File: src/assert_macros.svh
// assertion helpers, clocked on clk with reset rst_n
`ifndef ASSERT_MACROS_SVH
`define ASSERT_MACROS_SVH
`ifndef SYNTH
// same-cycle implication
`define AST_IMPL(label, ante, cons) \
    label: assert property (@(posedge clk) disable iff (!rst_n) (ante) |-> (cons)) \
        else $error("assertion failed");
// next-cycle implication
`define AST_NEXT(label, ante, cons) \
    label: assert property (@(posedge clk) disable iff (!rst_n) (ante) |=> (cons)) \
        else $error("assertion failed");
`else
`define AST_IMPL(label, ante, cons)
`define AST_NEXT(label, ante, cons)
`endif
`endif

File: src/pesr_pkg.sv
// ----------------------------------------------------------------------------
// pesr_pkg
// Types and constants shared by the pulse edge serial receiver modules.
// ----------------------------------------------------------------------------
package pesr_pkg;

    localparam logic [9:0]  BIT_PERIOD_RESET   = 10'd104;
    localparam logic [15:0] BYTE_TIMEOUT_RESET = 16'd1200;
    localparam logic [7:0]  BYTE_ALL_ONES      = 8'hFF;
    localparam logic [3:0]  DIV_SAT            = 4'd9;

    localparam logic [1:0]  CFG_BIT_PERIOD     = 2'd0;
    localparam logic [1:0]  CFG_BYTE_TIMEOUT   = 2'd1;

    localparam logic        ACT_EDGE           = 1'b0;
    localparam logic        ACT_POLL           = 1'b1;

    typedef enum logic [2:0] {
        K_POLL_NOP,
        K_POLL_CLOSE,
        K_NEW_FRAME,
        K_SPIKE,
        K_BIT
    } kind_t;

    typedef enum logic [1:0] {
        S_IDLE,
        S_CHECK,
        S_DIVIDE,
        S_COMMIT
    } state_t;

    typedef struct packed {
        logic load_in;
        logic classify;
        logic start_div;
        logic step_div;
        logic commit;
    } cmd_t;

    typedef struct packed {
        logic check_bit;
        logic div_done;
        logic emit;
        logic out_blocked;
    } status_t;

endpackage

File: src/pulse_edge_serial_receiver_unit.sv
// sequence: a poll, spike or frame-start edge is classified after its transfer, then
// committed; a bit edge is classified, then divided by the repeated subtract of the
// gap divider (one subtract per cycle, at most nine), then committed; a result is
// offered the cycle after commit; one item in work at a time; a waiting
// result holds only commit and adds its stall cycles
// reset: rst_n asynchronous, active low; reset registers take their defaults at once
// ----------------------------------------------------------------------------
// pulse_edge_serial_receiver_unit
// Decodes timestamped pulse edges of a pulse-position serial bus into bytes.
// ----------------------------------------------------------------------------
`include "assert_macros.svh"

module pulse_edge_serial_receiver_unit
#(
    parameter int FRAME_BYTES_MAX = 256
)
(
    input  logic        clk,
    input  logic        rst_n,
    input  logic        cfg_we,
    input  logic [1:0]  cfg_index,
    input  logic [15:0] cfg_data,
    input  logic        in_valid,
    output logic        in_stall,
    input  logic        action,
    input  logic [31:0] time_us,
    output logic        out_valid,
    input  logic        out_stall,
    output logic [7:0]  data_byte,
    output logic [7:0]  byte_index,
    output logic        last_of_frame
);

    pesr_pkg::cmd_t    cmd;
    pesr_pkg::status_t status;

    pesr_ctrl u_ctrl
    (
        .clk      (clk),
        .rst_n    (rst_n),
        .in_valid (in_valid),
        .in_stall (in_stall),
        .status   (status),
        .cmd      (cmd)
    );

    pesr_datapath
    #(
        .FRAME_BYTES_MAX (FRAME_BYTES_MAX)
    )
    u_datapath
    (
        .clk           (clk),
        .rst_n         (rst_n),
        .cfg_we        (cfg_we),
        .cfg_index     (cfg_index),
        .cfg_data      (cfg_data),
        .action        (action),
        .time_us       (time_us),
        .out_stall     (out_stall),
        .out_valid     (out_valid),
        .data_byte     (data_byte),
        .byte_index    (byte_index),
        .last_of_frame (last_of_frame),
        .cmd           (cmd),
        .status        (status)
    );

    `AST_NEXT(a_one_item_in_work, in_valid && !in_stall, in_stall)
    `AST_IMPL(a_commit_not_blocked, cmd.commit, !(status.emit && status.out_blocked))
    `AST_IMPL(a_out_from_commit, $rose(out_valid), $past(cmd.commit))

endmodule

File: src/pesr_ctrl.sv
// ----------------------------------------------------------------------------
// pesr_ctrl
// Sequencer: accept, classify, divide the gap, commit the state update.
// ----------------------------------------------------------------------------
module pesr_ctrl
(
    input  logic             clk,
    input  logic             rst_n,
    input  logic             in_valid,
    output logic             in_stall,
    input  pesr_pkg::status_t status,
    output pesr_pkg::cmd_t   cmd
);

    pesr_pkg::state_t state_reg;
    pesr_pkg::state_t state_next;

    always_ff @(posedge clk or negedge rst_n)
    begin
        if (!rst_n)
        begin
            state_reg <= pesr_pkg::S_IDLE;
        end
        else
        begin
            state_reg <= state_next;
        end
    end

    always_comb
    begin
        state_next = state_reg;
        case (state_reg)
            pesr_pkg::S_IDLE:
            begin
                if (in_valid)
                begin
                    state_next = pesr_pkg::S_CHECK;
                end
            end
            pesr_pkg::S_CHECK:
            begin
                state_next = status.check_bit ? pesr_pkg::S_DIVIDE : pesr_pkg::S_COMMIT;
            end
            pesr_pkg::S_DIVIDE:
            begin
                if (status.div_done)
                begin
                    state_next = pesr_pkg::S_COMMIT;
                end
            end
            pesr_pkg::S_COMMIT:
            begin
                // hold while a result is due and the output register is still full and stalled
                if (!(status.emit && status.out_blocked))
                begin
                    state_next = pesr_pkg::S_IDLE;
                end
            end
            default:
            begin
                state_next = pesr_pkg::S_IDLE;
            end
        endcase
    end

    always_comb
    begin
        cmd      = '0;
        in_stall = 1'b1;
        case (state_reg)
            pesr_pkg::S_IDLE:
            begin
                in_stall    = 1'b0;
                cmd.load_in = in_valid;
            end
            pesr_pkg::S_CHECK:
            begin
                cmd.classify  = 1'b1;
                cmd.start_div = status.check_bit;
            end
            pesr_pkg::S_DIVIDE:
            begin
                cmd.step_div = !status.div_done;
            end
            pesr_pkg::S_COMMIT:
            begin
                cmd.commit = !(status.emit && status.out_blocked);
            end
            default:
            begin
                cmd = '0;
            end
        endcase
    end

endmodule

File: src/pesr_datapath.sv
// ----------------------------------------------------------------------------
// pesr_datapath
// Config registers, receiver state, gap divider and the output register.
// ----------------------------------------------------------------------------
module pesr_datapath
#(
    parameter int FRAME_BYTES_MAX = 256
)
(
    input  logic              clk,
    input  logic              rst_n,
    input  logic              cfg_we,
    input  logic [1:0]        cfg_index,
    input  logic [15:0]       cfg_data,
    input  logic              action,
    input  logic [31:0]       time_us,
    input  logic              out_stall,
    output logic              out_valid,
    output logic [7:0]        data_byte,
    output logic [7:0]        byte_index,
    output logic              last_of_frame,
    input  pesr_pkg::cmd_t    cmd,
    output pesr_pkg::status_t status
);

    logic [9:0]         period_reg;
    logic [15:0]        timeout_reg;

    logic               act_reg;
    logic [31:0]        time_reg;
    pesr_pkg::kind_t    kind_reg;
    pesr_pkg::kind_t    kind_calc;
    logic [16:0]        rem_reg;
    logic [3:0]         quot_reg;

    logic [31:0]        last_edge_reg;
    logic [31:0]        deadline_reg;
    logic signed [5:0]  bitpos_reg;
    logic               open_reg;
    logic [7:0]         shift_reg;
    logic [7:0]         index_reg;
    logic               busy_reg;

    logic               out_valid_reg;
    logic [7:0]         out_byte_reg;
    logic [7:0]         out_index_reg;
    logic               out_last_reg;

    logic [9:0]         bp;
    logic [8:0]         half;
    logic [31:0]        dt;
    logic [31:0]        diff;
    logic signed [5:0]  pos;
    logic               pos_low;
    logic [8:0]         index_inc;
    logic [7:0]         index_adv;
    logic [31:0]        deadline_new;
    logic               emit;
    logic               res_last;

    assign bp   = (period_reg == 10'd0) ? 10'd1 : period_reg;
    assign half = bp[9:1];
    assign dt   = time_reg - last_edge_reg;
    assign diff = time_reg - deadline_reg;

    always_comb
    begin
        if (act_reg == pesr_pkg::ACT_POLL)
        begin
            kind_calc = (busy_reg && diff != 32'd0 && !diff[31]) ?
                        pesr_pkg::K_POLL_CLOSE : pesr_pkg::K_POLL_NOP;
        end
        else if (!busy_reg || dt > {16'd0, timeout_reg})
        begin
            kind_calc = pesr_pkg::K_NEW_FRAME;
        end
        else if (dt <= {23'd0, half})
        begin
            kind_calc = pesr_pkg::K_SPIKE;
        end
        else
        begin
            kind_calc = pesr_pkg::K_BIT;
        end
    end

    // quotient saturates at nine: any larger count already completes the byte
    assign pos          = bitpos_reg + $signed({2'b00, quot_reg});
    assign pos_low      = pos < 6'sd8;
    assign index_inc    = {1'b0, index_reg} + 9'd1;
    assign index_adv    = (index_inc >= 9'(FRAME_BYTES_MAX)) ? 8'd0 : index_inc[7:0];
    assign deadline_new = time_reg + {16'd0, timeout_reg};

    assign emit = ((kind_reg == pesr_pkg::K_POLL_CLOSE) && open_reg) ||
                  ((kind_reg == pesr_pkg::K_NEW_FRAME) && busy_reg && open_reg) ||
                  ((kind_reg == pesr_pkg::K_BIT) && !pos_low);
    assign res_last = (kind_reg != pesr_pkg::K_BIT);

    assign status.check_bit   = (kind_calc == pesr_pkg::K_BIT);
    assign status.div_done    = (rem_reg < {7'd0, bp}) || (quot_reg == pesr_pkg::DIV_SAT);
    assign status.emit        = emit;
    assign status.out_blocked = out_valid_reg && out_stall;

    always_ff @(posedge clk or negedge rst_n)
    begin
        if (!rst_n)
        begin
            period_reg  <= pesr_pkg::BIT_PERIOD_RESET;
            timeout_reg <= pesr_pkg::BYTE_TIMEOUT_RESET;
        end
        else if (cfg_we)
        begin
            case (cfg_index)
                pesr_pkg::CFG_BIT_PERIOD:   period_reg  <= cfg_data[9:0];
                pesr_pkg::CFG_BYTE_TIMEOUT: timeout_reg <= cfg_data;
                default:                    ;
            endcase
        end
    end

    // item and divider registers, no reset needed
    always_ff @(posedge clk)
    begin
        if (cmd.load_in)
        begin
            act_reg  <= action;
            time_reg <= time_us;
        end
        if (cmd.classify)
        begin
            kind_reg <= kind_calc;
        end
        if (cmd.start_div)
        begin
            // gap is within the byte timeout here, so 17 bits hold the sum
            rem_reg  <= dt[16:0] + {8'd0, half};
            quot_reg <= 4'd0;
        end
        else if (cmd.step_div)
        begin
            rem_reg  <= rem_reg - {7'd0, bp};
            quot_reg <= quot_reg + 4'd1;
        end
    end

    always_ff @(posedge clk or negedge rst_n)
    begin
        if (!rst_n)
        begin
            last_edge_reg <= 32'd0;
            deadline_reg  <= 32'd0;
            bitpos_reg    <= -6'sd1;
            open_reg      <= 1'b0;
            shift_reg     <= pesr_pkg::BYTE_ALL_ONES;
            index_reg     <= 8'd0;
            busy_reg      <= 1'b0;
        end
        else if (cmd.commit)
        begin
            case (kind_reg)
                pesr_pkg::K_POLL_CLOSE:
                begin
                    busy_reg   <= 1'b0;
                    open_reg   <= 1'b0;
                    bitpos_reg <= -6'sd1;
                    shift_reg  <= pesr_pkg::BYTE_ALL_ONES;
                    index_reg  <= 8'd0;
                end
                pesr_pkg::K_NEW_FRAME:
                begin
                    deadline_reg  <= deadline_new;
                    busy_reg      <= 1'b1;
                    open_reg      <= 1'b1;
                    bitpos_reg    <= -6'sd1;
                    shift_reg     <= pesr_pkg::BYTE_ALL_ONES;
                    index_reg     <= 8'd0;
                    last_edge_reg <= time_reg;
                end
                pesr_pkg::K_SPIKE:
                begin
                    last_edge_reg <= time_reg;
                end
                pesr_pkg::K_BIT:
                begin
                    last_edge_reg <= time_reg;
                    if (pos_low)
                    begin
                        if (!pos[5])
                        begin
                            shift_reg <= shift_reg & ~(8'd1 << pos[2:0]);
                        end
                        bitpos_reg <= pos;
                    end
                    else
                    begin
                        // byte complete, this edge is the next start bit
                        index_reg    <= index_adv;
                        shift_reg    <= pesr_pkg::BYTE_ALL_ONES;
                        bitpos_reg   <= -6'sd1;
                        open_reg     <= 1'b1;
                        deadline_reg <= deadline_new;
                    end
                end
                default:
                begin
                end
            endcase
        end
    end

    always_ff @(posedge clk or negedge rst_n)
    begin
        if (!rst_n)
        begin
            out_valid_reg <= 1'b0;
        end
        else if (cmd.commit && emit)
        begin
            out_valid_reg <= 1'b1;
        end
        else if (!out_stall)
        begin
            out_valid_reg <= 1'b0;
        end
    end

    always_ff @(posedge clk)
    begin
        if (cmd.commit && emit)
        begin
            out_byte_reg  <= shift_reg;
            out_index_reg <= index_reg;
            out_last_reg  <= res_last;
        end
    end

    assign out_valid     = out_valid_reg;
    assign data_byte     = out_byte_reg;
    assign byte_index    = out_index_reg;
    assign last_of_frame = out_last_reg;

endmodule
File: config.mk
export PLATFORM = sky130hd
export DESIGN_NAME = pulse_edge_serial_receiver_unit
export DESIGN_NICKNAME = d
export VERILOG_FILES = /design/src/pesr_pkg.sv /design/src/pulse_edge_serial_receiver_unit.sv /design/src/pesr_ctrl.sv /design/src/pesr_datapath.sv
export VERILOG_INCLUDE_DIRS = /design/src /design/src/src
export SDC_FILE = /design/constraint.sdc
export NUM_CORES = 1
export LEC_CHECK = 0
export ABC_AREA = 1
export BUFFER_PORTS_ARGS = -buffer_cell sky130_fd_sc_hd__buf_2
export CAP_MARGIN = 20
export CORE_MARGIN = 4
export CORE_UTILIZATION = 31
export CTS_CLUSTER_SIZE = 10
export DETAILED_ROUTE_END_ITERATION = 10
export GPL_ROUTABILITY_DRIVEN = 0
export PLACE_DENSITY_LB_ADDON = 0.12
export SLEW_MARGIN = 40
export SYNTH_ARGS = -nofsm -noshare
export SYNTH_HDL_FRONTEND = slang
export SYNTH_SLANG_ARGS = --single-unit
File: constraint.sdc
create_clock -name clk -period 5.1 [get_ports clk]
set_clock_uncertainty 0.2 [all_clocks]
set_input_delay 0.51 -clock clk [delete_from_list [all_inputs] [get_ports clk]]
set_output_delay 0.51 -clock clk [all_outputs]
set_load 0.02 [all_outputs]
==> metrics.txt, run 1 <==
first-pass GRT wire length 73090 um; Setup crit end kind flip-flop; Vias 14044; setup TNS 0 ps; Mapped Area 15560 um^2; CTS root buffer clkbuf_16; Die Ht 232.0 um; kind of critical path flip-flop to flip-flop; worst hold path type input port to flip-flop; fraction of registers with async set or reset after synthesis 61.26%; Place WS 900.5 ps; Hold Vio Cnt, Final 0; Pwr Density 627.4 nW/um^2; Synth Area in Compound Gates 10.56%; initial antenna violation count 0; Initial Utilization 31.59%; Max-slew headroom 57.32%; DIE AREA 53830 um^2; minimum clock period 4147 ps; IO Port Bufs 74; number of synthesized flops with an enable pin 70; filler cell count 5382; routed length per placed instance 15.10 um; CTS Sinks 191; Slew Limit Fails 0; setup bufs post-CTS 0; post-synthesis xor/xnor area fraction 3.772%; row count 81; final worst-path cycle share 81.32%; clk slew on worst S/H paths 80 ps; hold_buf cts 33; synthesis-stage register bit count 191; layout cell share with drive strength beyond 1 8.100%; sequential share of the synthesized area 33.01%; Max Cap Viol 0; fmax 0.2411 GHz; CTS tree yes; DP HPWL 37030 um; ANT nets after route 0; post-synthesis mux area share 0.07238%; Yosys cell types 54; final non-filler cell total 3022; Worst-Margin Slew 636.0 ps; drc violations 0; pin count of the biggest net entering global routing 74; leak pwr 9.104 nW; Max rail drop VDD 0.0002095 V; synthesized-area fraction occupied by adder cells 11.63%; Mapped Cells 2242; largest area contributor in the netlist dfrtp_1; DR iter-0 viols 941; n_diodes 0; RSZ-0062 raised after global routing no; Pre-antenna DRT Iters 7; CP arrival 4190 ps; post-placement cell count 2956; Post-Synth Simple-Gate Area 29.47%; Worst Setup Slack, final 952.8 ps; syn_nets 2439; via count of the first global-routing pass 13247; Synth Warn # 0; critical path fanouts, max 5; commonest non-fill, non-tap cell in the layout nand2_1; drt total wl 45620 um; most frequent cells in the layout nand2_1, inv_1, nor2_1; worst skew pair latency 490 ps; Setup-failing EPs final 0; main combinational cell family by area after synthesis simple AND/OR/NAND/NOR gates; nets 2542; share of the synthesized area in the top cell type 15.44%; I/O pin total 75; Primary FF master, synth dfrtp_1; H-tree lvl count 4; top cells by area, synth dfrtp_1, nand2_1, edfxtp_1, ha_1, inv_1; Post-CTS Resized 0; total CTS buffers 17; number of vias per cell 4.647; Synth Area per Inst 6.939 um^2; Area Growth Syn to Fin 13.36%; Startpoint Class flip-flop; Die W 232.0 um; total grt overflow 0; total track usage 17.31%; Clock Path Buffers 2; Critical Path RT 5150 ps; status complete, no violations; Core Area 49250 um^2
-- cells in the mapped netlist (2+ instances only) --
cell      instances
nand2_1         629
inv_1           424
nor2_1          172
nand3_1         138
o21ai_0         137
ha_1            135
a21oi_1         128
dfrtp_1          96
edfxtp_1         70
xor2_1           45
nand4_1          26
xnor2_1          22
dfstp_2          21
nor3_1           20
clkbuf_1         19
nand2_2          18
nor4_1           17
nand3b_1         12
nor2_2           10
o21ai_1           8
and2_1            6
buf_2             6
fa_1              6
o211ai_1          6
o21bai_1          6
a31oi_1           5
clkinv_1          4
dfxtp_1           4
nor2_4            4
nor3_2            4
a211oi_1          3
a21o_1            3
and3_1            3
buf_4             3
nand3_2           3
o21a_1            3
o22ai_1           3
a21boi_0          2
a21oi_2           2
buf_6             2
inv_2             2
nand4_4           2
or2_2             2
-- per-stage QoR --
step | hold WS (ps) | util, % | area, um^2 | power [mW]
2_1_floorplan | 14.41 | - | 15560 | 7.773
3_3_place_gp | 231.7 | 33.80 | 16650 | 9.539
3_5_place_dp | 242.0 | 33.86 | 16680 | 9.605
4_1_cts | 0.2743 | 35.76 | 17610 | 11.14
5_1_grt | 14.32 | 35.81 | 17640 | 12.28
6_report | 43.59 | 35.81 | 17640 | 11.06
-- cells by family after synthesis --
group / after synthesis
AOI/OAI and AO/OA: 310
xor gates and xnor gates: 67
adders and majority gates: 141
buffers and inverters: 463
DFF: 191
muxes: 1
and+or+nand+nor: 1069
-- path summary, 6_finish.rpt --
| path | start | to | slack [ps] | cells after the start |
|---|---|---|---|---|
| max | u_datapath.time_reg[0]$_DFFE_PP_ | u_datapath.rem_reg[15]$_DFFE_PP_ | 950 | 18 |
| min | time_us[12] | u_datapath.time_reg[12]$_DFFE_PP_ | 40 | 1 |
| max reg2reg | u_datapath.time_reg[0]$_DFFE_PP_ | u_datapath.rem_reg[15]$_DFFE_PP_ | 950 | 18 |
| min reg2reg | u_datapath.index_reg[3]$_DFFE_PN0P_ | u_datapath.byte_index[3]$_DFFE_PP_ | 260 | 0 |
| max in group asynchronous | rst_n | u_ctrl.state_reg[1]$_DFFE_PN0P_ | 3410 | 3 |
| min in group asynchronous | rst_n | u_datapath.deadline_reg[10]$_DFFE_PN0P_ | 300 | 2 |
-- where the power goes --
group          internal [mW]  switching [mW]
sequential              2.23           0.342
clock                  0.754           0.690
combinational           2.41            4.64
-- metal layers --
| layer | part of all wire [%] | wire length [um] | global-route usage (%) |
|---|---|---|---|
| met1 | 51 | 23090 | 25.32 |
| met2 | 43 | 19720 | 26.37 |
| met3 | 4.4 | 1991 | 2.686 |
| met4 | 1.8 | 822 | 5.063 |
| met5 | 0 | 0 | 0 |
-- cell type report --
class	instances	area, um^2	share of cell area, %
Timing Repair Buffer	116	794.5	4.505
Inverter	431	1620	9.188
Multi-Input combinational cell	1588	8647	49.03
Clock buffer	18	439.2	2.490
Sequential cell	191	5136	29.12
Clock inverter	14	167.7	0.9507
Tap cell	664	830.8	4.711
-- critical path: stages (launching register included) --
cell	delay, ps
edfxtp_1	360
inv_1	80
ha_1	210
fa_1	420
inv_1	110
nand3_1	70
nand3_1	140
nand2_1	70
nand2_1	110
xor2_1	300
ha_1	340
nor2_1	180
nand2_1	70
o311ai_0	530
and2_1	280
nand4_1	120
xor2_1	160
nand3_1	90
nand2_1	50
Power figures use the tool's default switching activity.
==> run 2: changes to the inputs <==
- clock period: 5.1 -> 3.68 ns (I/O delays scaled with it)
==> metrics.txt, run 2 (same netlist as run 1, synthesis figures left out) <==
Setup crit end kind flip-flop (unchanged); first-pass GRT wire length 75830 um (was 73090 um); H-tree lvl count 4 (unchanged); critical path fanouts, max 4 (was 5); grt met1 use 25.07% (was 25.32%); CP peak stage delay 420 ps (was 530 ps); CTS tree yes (unchanged); filler cell count 5283 (was 5382); Max Cap Viol 0 (unchanged); total power draw 17.89 mW (was 11.06 mW); Startpoint Class flip-flop (unchanged); Worst-Margin Slew 644.8 ps (was 636.0 ps); number of vias per cell 4.617 (was 4.647); Core Area 49250 um^2 (unchanged); total CTS buffers 17 (unchanged); Worst Setup Slack, final -63.79 ps (was 952.8 ps); IO Port Bufs 74 (unchanged); drc violations 0 (unchanged); Setup-failing EPs final 30 (was 0); worst hold path type input port to async pin (was input port to flip-flop); storage element area 5136 um^2 (unchanged); kind of critical path flip-flop to flip-flop (unchanged); CTS Sinks 191 (unchanged); CTS root buffer clkbuf_16 (unchanged); DIE AREA 53830 um^2 (unchanged); initial antenna violation count 0 (unchanged); setup TNS -1061 ps (was 0 ps); Multi-input gate area 9343 um^2 (was 8647 um^2); ANT nets after route 0 (unchanged); Max rail drop VDD 0.0003501 V (was 0.0002095 V); Crit-path slowest cell dfrtp_1 (was o311ai_0); Pre-antenna DRT Iters 5 (was 7); Max-slew headroom 57.01% (was 57.32%); CP arrival 3770 ps (was 4190 ps); fin util 40.19% (was 35.81%); Slew Limit Fails 0 (unchanged); routed length per placed instance 15.05 um (was 15.10 um); Clock Path Buffers 2 (unchanged); via count of the first global-routing pass 14154 (was 13247); row count 81 (unchanged); layout cell share with drive strength beyond 1 18.07% (was 8.100%); post-placement cell count 3074 (was 2956); pin count of the biggest net entering global routing 75 (was 74); cells along the critical path ha_4 -> fa_2 -> inv_2 -> nand3_2 -> nand3_2 -> nand2_1 -> nand2_2 -> xor2_2 -> ha_1 -> buf_4 -> nand4_1 -> nor2_2 -> a21oi_2 -> nor2_1 -> nand2_1 -> nor2_4 -> nor2_4 -> nand4_4 -> nand2_4 -> clkbuf_16 (was inv_1 -> ha_1 -> fa_1 -> inv_1 -> nand3_1 -> nand3_1 -> nand2_1 -> nand2_1 -> xor2_1 -> ha_1 -> nor2_1 -> nand2_1 -> o311ai_0 -> and2_1 -> nand4_1 -> xor2_1 -> nand3_1 -> nand2_1); clk slew on worst S/H paths 80 ps (about the same); n_diodes 0 (unchanged); drt total wl 47960 um (was 45620 um); fmax 0.2671 GHz (was 0.2411 GHz); met2 usage 27.60% (was 26.37%); leak pwr 10.04 nW (was 9.104 nW); RSZ-0062 raised after global routing yes (was no); Critical Path RT 3710 ps (was 5150 ps); Initial Utilization 31.59% (unchanged); Area Growth Syn to Fin 27.24% (was 13.36%); Die W 232.0 um (unchanged); DR iter-0 viols 865 (was 941); global routing met3 resource utilization 3.251% (was 2.686%); Pwr Density 903.9 nW/um^2 (was 627.4 nW/um^2); Vias 14713 (was 14044); total grt overflow 0 (unchanged); Hold Vio Cnt, Final 0 (unchanged); total track usage 17.88% (was 17.31%); Die Ht 232.0 um (unchanged); DP HPWL 37880 um (was 37030 um); worst skew pair latency 500 ps (was 490 ps); final non-filler cell total 3187 (was 3022); I/O pin total 75 (unchanged); final worst-path cycle share 101.7% (was 81.32%); minimum clock period 3744 ps (was 4147 ps); Top Usage Layer GRT met2 (unchanged); failing checks negative setup slack; most frequent cells in the layout nand2_1, inv_1, nor2_1 (unchanged); nets 2707 (was 2542); commonest non-fill, non-tap cell in the layout nand2_1 (unchanged); status complete, but fails checks (was complete, no violations)
## run 2: cell types whose count changed in the layout (fill, tap and decap cells not counted), sizes merged
| cell | delta |
|---|---|
| clkbuf | +3 |
| buf | +141 |
| inv | -2 |
| clkinvlp | +3 |
| dlygate4sd3 | +18 |
| bufinv | +1 |
| clkinv | +1 |
## run 2: final cells by class
type / count / area share, %
Multi-Input combinational cell: 1588 / 47.20
Clock inverter: 14 / 1.005
Tap cell: 664 / 4.197
Sequential cell: 191 / 25.95
Clock buffer: 18 / 2.168
Timing Repair Buffer: 278 / 11.11
Inverter: 431 / 8.268
Timing Repair inverter: 3 / 0.1138
## run 2: critical path, delay by kind of cell, from the launching register on
kind                     cells  cell delay (ps)
flip-flops                   1              420
XOR/XNOR                     1              200
AND/OR/NAND/NOR             12             1260
buffers and inverters        3              400
AO/OA/AOI/OAI                1              120
adder cells (fa/ha/maj)      3              870
## run 2: worst paths after layout
kind                                                          from                                      to  slack (ps)  cells after the start
setup / recovery           u_datapath.last_edge_reg[0]$_DFFE_PN0P_         u_datapath.rem_reg[7]$_DFFE_PP_         -60                     20
hold / removal                                               rst_n  u_datapath.deadline_reg[4]$_DFFE_PN0P_         220                      2
setup reg to reg           u_datapath.last_edge_reg[0]$_DFFE_PN0P_         u_datapath.rem_reg[7]$_DFFE_PP_         -60                     20
hold reg to reg                u_datapath.index_reg[4]$_DFFE_PN0P_      u_datapath.byte_index[4]$_DFFE_PP_         260                      0
max in group asynchronous                                    rst_n    u_datapath.bitpos_reg[1]$_DFFE_PN1P_        2150                      3
min in group clk               u_datapath.index_reg[4]$_DFFE_PN0P_      u_datapath.byte_index[4]$_DFFE_PP_         260                      0
## run 2: what timing repair did
item	4_1_cts	5_1_grt
resized for setup	45	109
cloned	1	6
hold endpoints to repair	96	0
hold buffers	51	0
setup endpoints to repair	40	66
pin swaps	18	49
setup buffers	6	17
## run 2: power by group
group / switching (mW) / internal [mW]
Combinational: 7.25 / 5.02
Sequential: 0.459 / 3.09
Clock: 0.976 / 1.10
Total: 8.69 / 9.20
## run 2: per-stage QoR
stage                     hold WS [ps]  setup slack (ps)  area, um^2
after floorplan                 -127.6             4.321       15560
after global placement           217.8            -180.8       17620
after detailed placement         220.7            -192.0       17620
after CTS                        222.7             7.883       19120
after global routing             256.7            -248.7       19800
final                            222.4            -63.79       19800
## run 2: metal layers
metal,share of wire (%),up-vias,wire length [um]
met5,0,-,0
met3,4.7,48,2274
met1,49,6703,23430
met4,2.8,0,1358
li1,-,7670,-
met2,44,292,20900
==> run 3: changes to the inputs <==
- ABC_AREA: 1 -> not set
==> metrics.txt, run 3 <==
Core Area 45280 um^2 (was 49250 um^2); final worst-path cycle share 138.4% (was 101.7%); Clock Path Buffers 2 (unchanged); Synth Warn # 0 (unchanged); final non-filler cell total 2660 (was 3187); commonest non-fill, non-tap cell in the layout buf_4 (was nand2_1); via count of the first global-routing pass 13088 (was 14154); Multi-input gate area 8957 um^2 (was 9343 um^2); Primary FF master, synth dfrtp_1 (unchanged); first-pass GRT wire length 71090 um (was 75830 um); drt total wl 45210 um (was 47960 um); Worst Setup Slack, final -1411 ps (was -63.79 ps); DIE AREA 49290 um^2 (was 53830 um^2); synthesis-stage register bit count 191 (unchanged); Max-slew headroom 50.70% (was 57.01%); routed length per placed instance 17.00 um (was 15.05 um); Synth top cells by count nand2_1, inv_1, ha_1, o21ai_0, nor2_1 (was nand2_1, inv_1, nor2_1, nand3_1, o21ai_0); CTS Sinks 191 (unchanged); Setup crit end kind flip-flop (unchanged); setup TNS -53210 ps (was -1061 ps); DP HPWL 34970 um (was 37880 um); Mapped Area 14200 um^2 (was 15560 um^2); top cells by area, synth dfrtp_1, edfxtp_1, ha_1, o21ai_0, mux2_2 (was dfrtp_1, nand2_1, edfxtp_1, ha_1, inv_1); fin util 44.36% (was 40.19%); FF-to-FF Start u_datapath.time_reg[1]$_DFFE_PP_ (was u_datapath.last_edge_reg[0]$_DFFE_PN0P_); Placed Area 17910 um^2 (was 17620 um^2); DR iter-0 viols 607 (was 865); fraction of registers with async set or reset after synthesis 61.26% (unchanged); Worst setup startpoint u_datapath.time_reg[1]$_DFFE_PP_ (was u_datapath.last_edge_reg[0]$_DFFE_PN0P_); H-tree lvl count 4 (unchanged); sequential share of the synthesized area 36.17% (was 33.01%); Hold Vio Cnt, Final 0 (unchanged); number of cells on the worst reg-to-reg path 21 (was 20); ANT nets after route 0 (unchanged); storage element area 5136 um^2 (unchanged); Pre-antenna DRT Iters 5 (unchanged); share of the synthesized area in the top cell type 16.92% (was 15.44%); Top Usage Layer GRT met2 (unchanged); hold path depth 4; leak pwr 9.061 nW (was 10.04 nW); filler cell count 4479 (was 5283); kind of critical path flip-flop to flip-flop (unchanged); syn_nets 1761 (was 2439); initial antenna violation count 0 (unchanged); grt met1 use 24.56% (was 25.07%); CP arrival 5140 ps (was 3770 ps); total track usage 18.21% (was 17.88%); Pwr Density 953.4 nW/um^2 (was 903.9 nW/um^2); hold slack final 47.28 ps (was 222.4 ps); total grt overflow 0 (unchanged); RSZ-0062 raised after global routing yes (unchanged); number of vias per cell 4.841 (was 4.617); Worst-Margin Slew 736.0 ps (was 644.8 ps); fmax 0.1964 GHz (was 0.2671 GHz); Place WS -1453 ps (was -192.0 ps); post-placement cell count 2540 (was 3074); most common cell in the netlist nand2_1 (unchanged); Startpoint Class flip-flop (unchanged); number of synthesized flops with an enable pin 70 (unchanged); status complete, but fails checks (unchanged); Critical Path RT 3720 ps (was 3710 ps); pin count of the biggest net entering global routing 72 (was 75); global routing met3 resource utilization 3.085% (was 3.251%); Final Instance Area 20090 um^2 (was 19800 um^2); worst skew pair latency 490 ps (was 500 ps); Area Growth Syn to Fin 41.47% (was 27.24%); I/O pin total 75 (unchanged); largest area contributor in the netlist dfrtp_1 (unchanged); Initial Utilization 31.35% (was 31.59%); layout cell share with drive strength beyond 1 34.47% (was 18.07%); Setup-failing EPs final 44 (was 30); failing checks negative setup slack (unchanged); n_diodes 0 (unchanged); row count 78 (was 81); critical path fanouts, max 11 (was 4); IO Port Bufs 74 (unchanged); met2 usage 30.00% (was 27.60%); Max Cap Viol 0 (unchanged); nets 2244 (was 2707); Vias 12877 (was 14713); total power draw 19.15 mW (was 17.89 mW); CTS tree yes (unchanged); CTS root buffer clkbuf_16 (unchanged); Max rail drop VDD 0.0003794 V (was 0.0003501 V); r2r setup slk -1410 ps (was -60 ps); total CTS buffers 17 (unchanged); minimum clock period 5091 ps (was 3744 ps); Die W 222.0 um (was 232.0 um); clk slew on worst S/H paths 80 ps (about the same); Slew Limit Fails 0 (unchanged); Synth Area per Inst 9.078 um^2 (was 6.939 um^2); Yosys cell types 88 (was 54); Die Ht 222.0 um (was 232.0 um); HP Start cfg_index[1]; Mapped Cells 1564 (was 2242); worst hold path type input port to flip-flop (was input port to async pin); drc violations 0 (unchanged); most frequent cells in the layout buf_4, inv_1, ha_1 (was nand2_1, inv_1, nor2_1)
## run 3: layer usage
metal	up-vias	share of wire, %
met5	-	0
met4	0	1.9
met3	35	3.2
met2	187	47
met1	6097	48
li1	6558	-
## run 3: cell families (layout without fill, tap and decap cells)
| family | after synthesis | after routing | synth area share [%] |
|---|---|---|---|
| simple gates | 458 | 460 | 15.65 |
| compound gates | 403 | 403 | 18.27 |
| buf+inv | 202 | 696 | 5.587 |
| flops | 191 | 191 | 36.17 |
| fa+ha+maj | 141 | 141 | 12.74 |
| xor+xnor | 92 | 92 | 5.675 |
| mux | 77 | 77 | 5.904 |
## run 3: worst max-delay path, cell delays in order (launching register included)
cell,delay (ps)
edfxtp_1,430
ha_1,300
nor2b_4,130
o31a_1,270
o21ai_2,210
buf_4,150
a21o_1,140
nand3b_1,140
xor2_2,180
ha_1,290
nand4_1,140
nor2_2,70
a21oi_1,140
o211ai_1,100
o22a_2,290
a2111oi_4,210
nand4_1,180
a2111oi_4,290
nand4_1,150
and4bb_2,360
buf_12,140
mux2_2,320
## run 3: final timing paths
| check | endpoint |
|---|---|
| worst min register to register | u_datapath.shift_reg[6]$_DFFE_PN1P_ |
| min in group asynchronous | u_datapath.deadline_reg[7]$_DFFE_PN0P_ |
| max in group asynchronous | u_datapath.period_reg[6]$_DFFE_PN1P_ |
| worst max-delay path | u_datapath.rem_reg[6]$_DFFE_PP_ |
| worst max register to register | u_datapath.rem_reg[6]$_DFFE_PP_ |
| worst min-delay path | u_datapath.period_reg[6]$_DFFE_PN1P_ |
## run 3: cell type report
cell class,count,area share (%)
multi-input cells,1173,44.59
repair buffers,514,20.54
inverters,150,2.803
clock buffers,20,2.224
flip-flops and latches,191,25.57
clock inverters,12,0.5295
well taps,600,3.737
## run 3: report_power, final
part	internal (mW)	leakage, nW	switching [mW]
Clock	0.901	0.264	0.911
Combinational	6.86	6.72	6.92
Sequential	3.08	2.08	0.484
Total	10.8	9.06	8.31
## run 3: timing repair
action	CTS	global route
setup endpoints to repair	83	125
gates cloned	8	4
resized for setup	73	130
buffers inserted	19	10
endpoints found under the hold margin	116	0
pin swaps	26	74
hold buffers	53	0
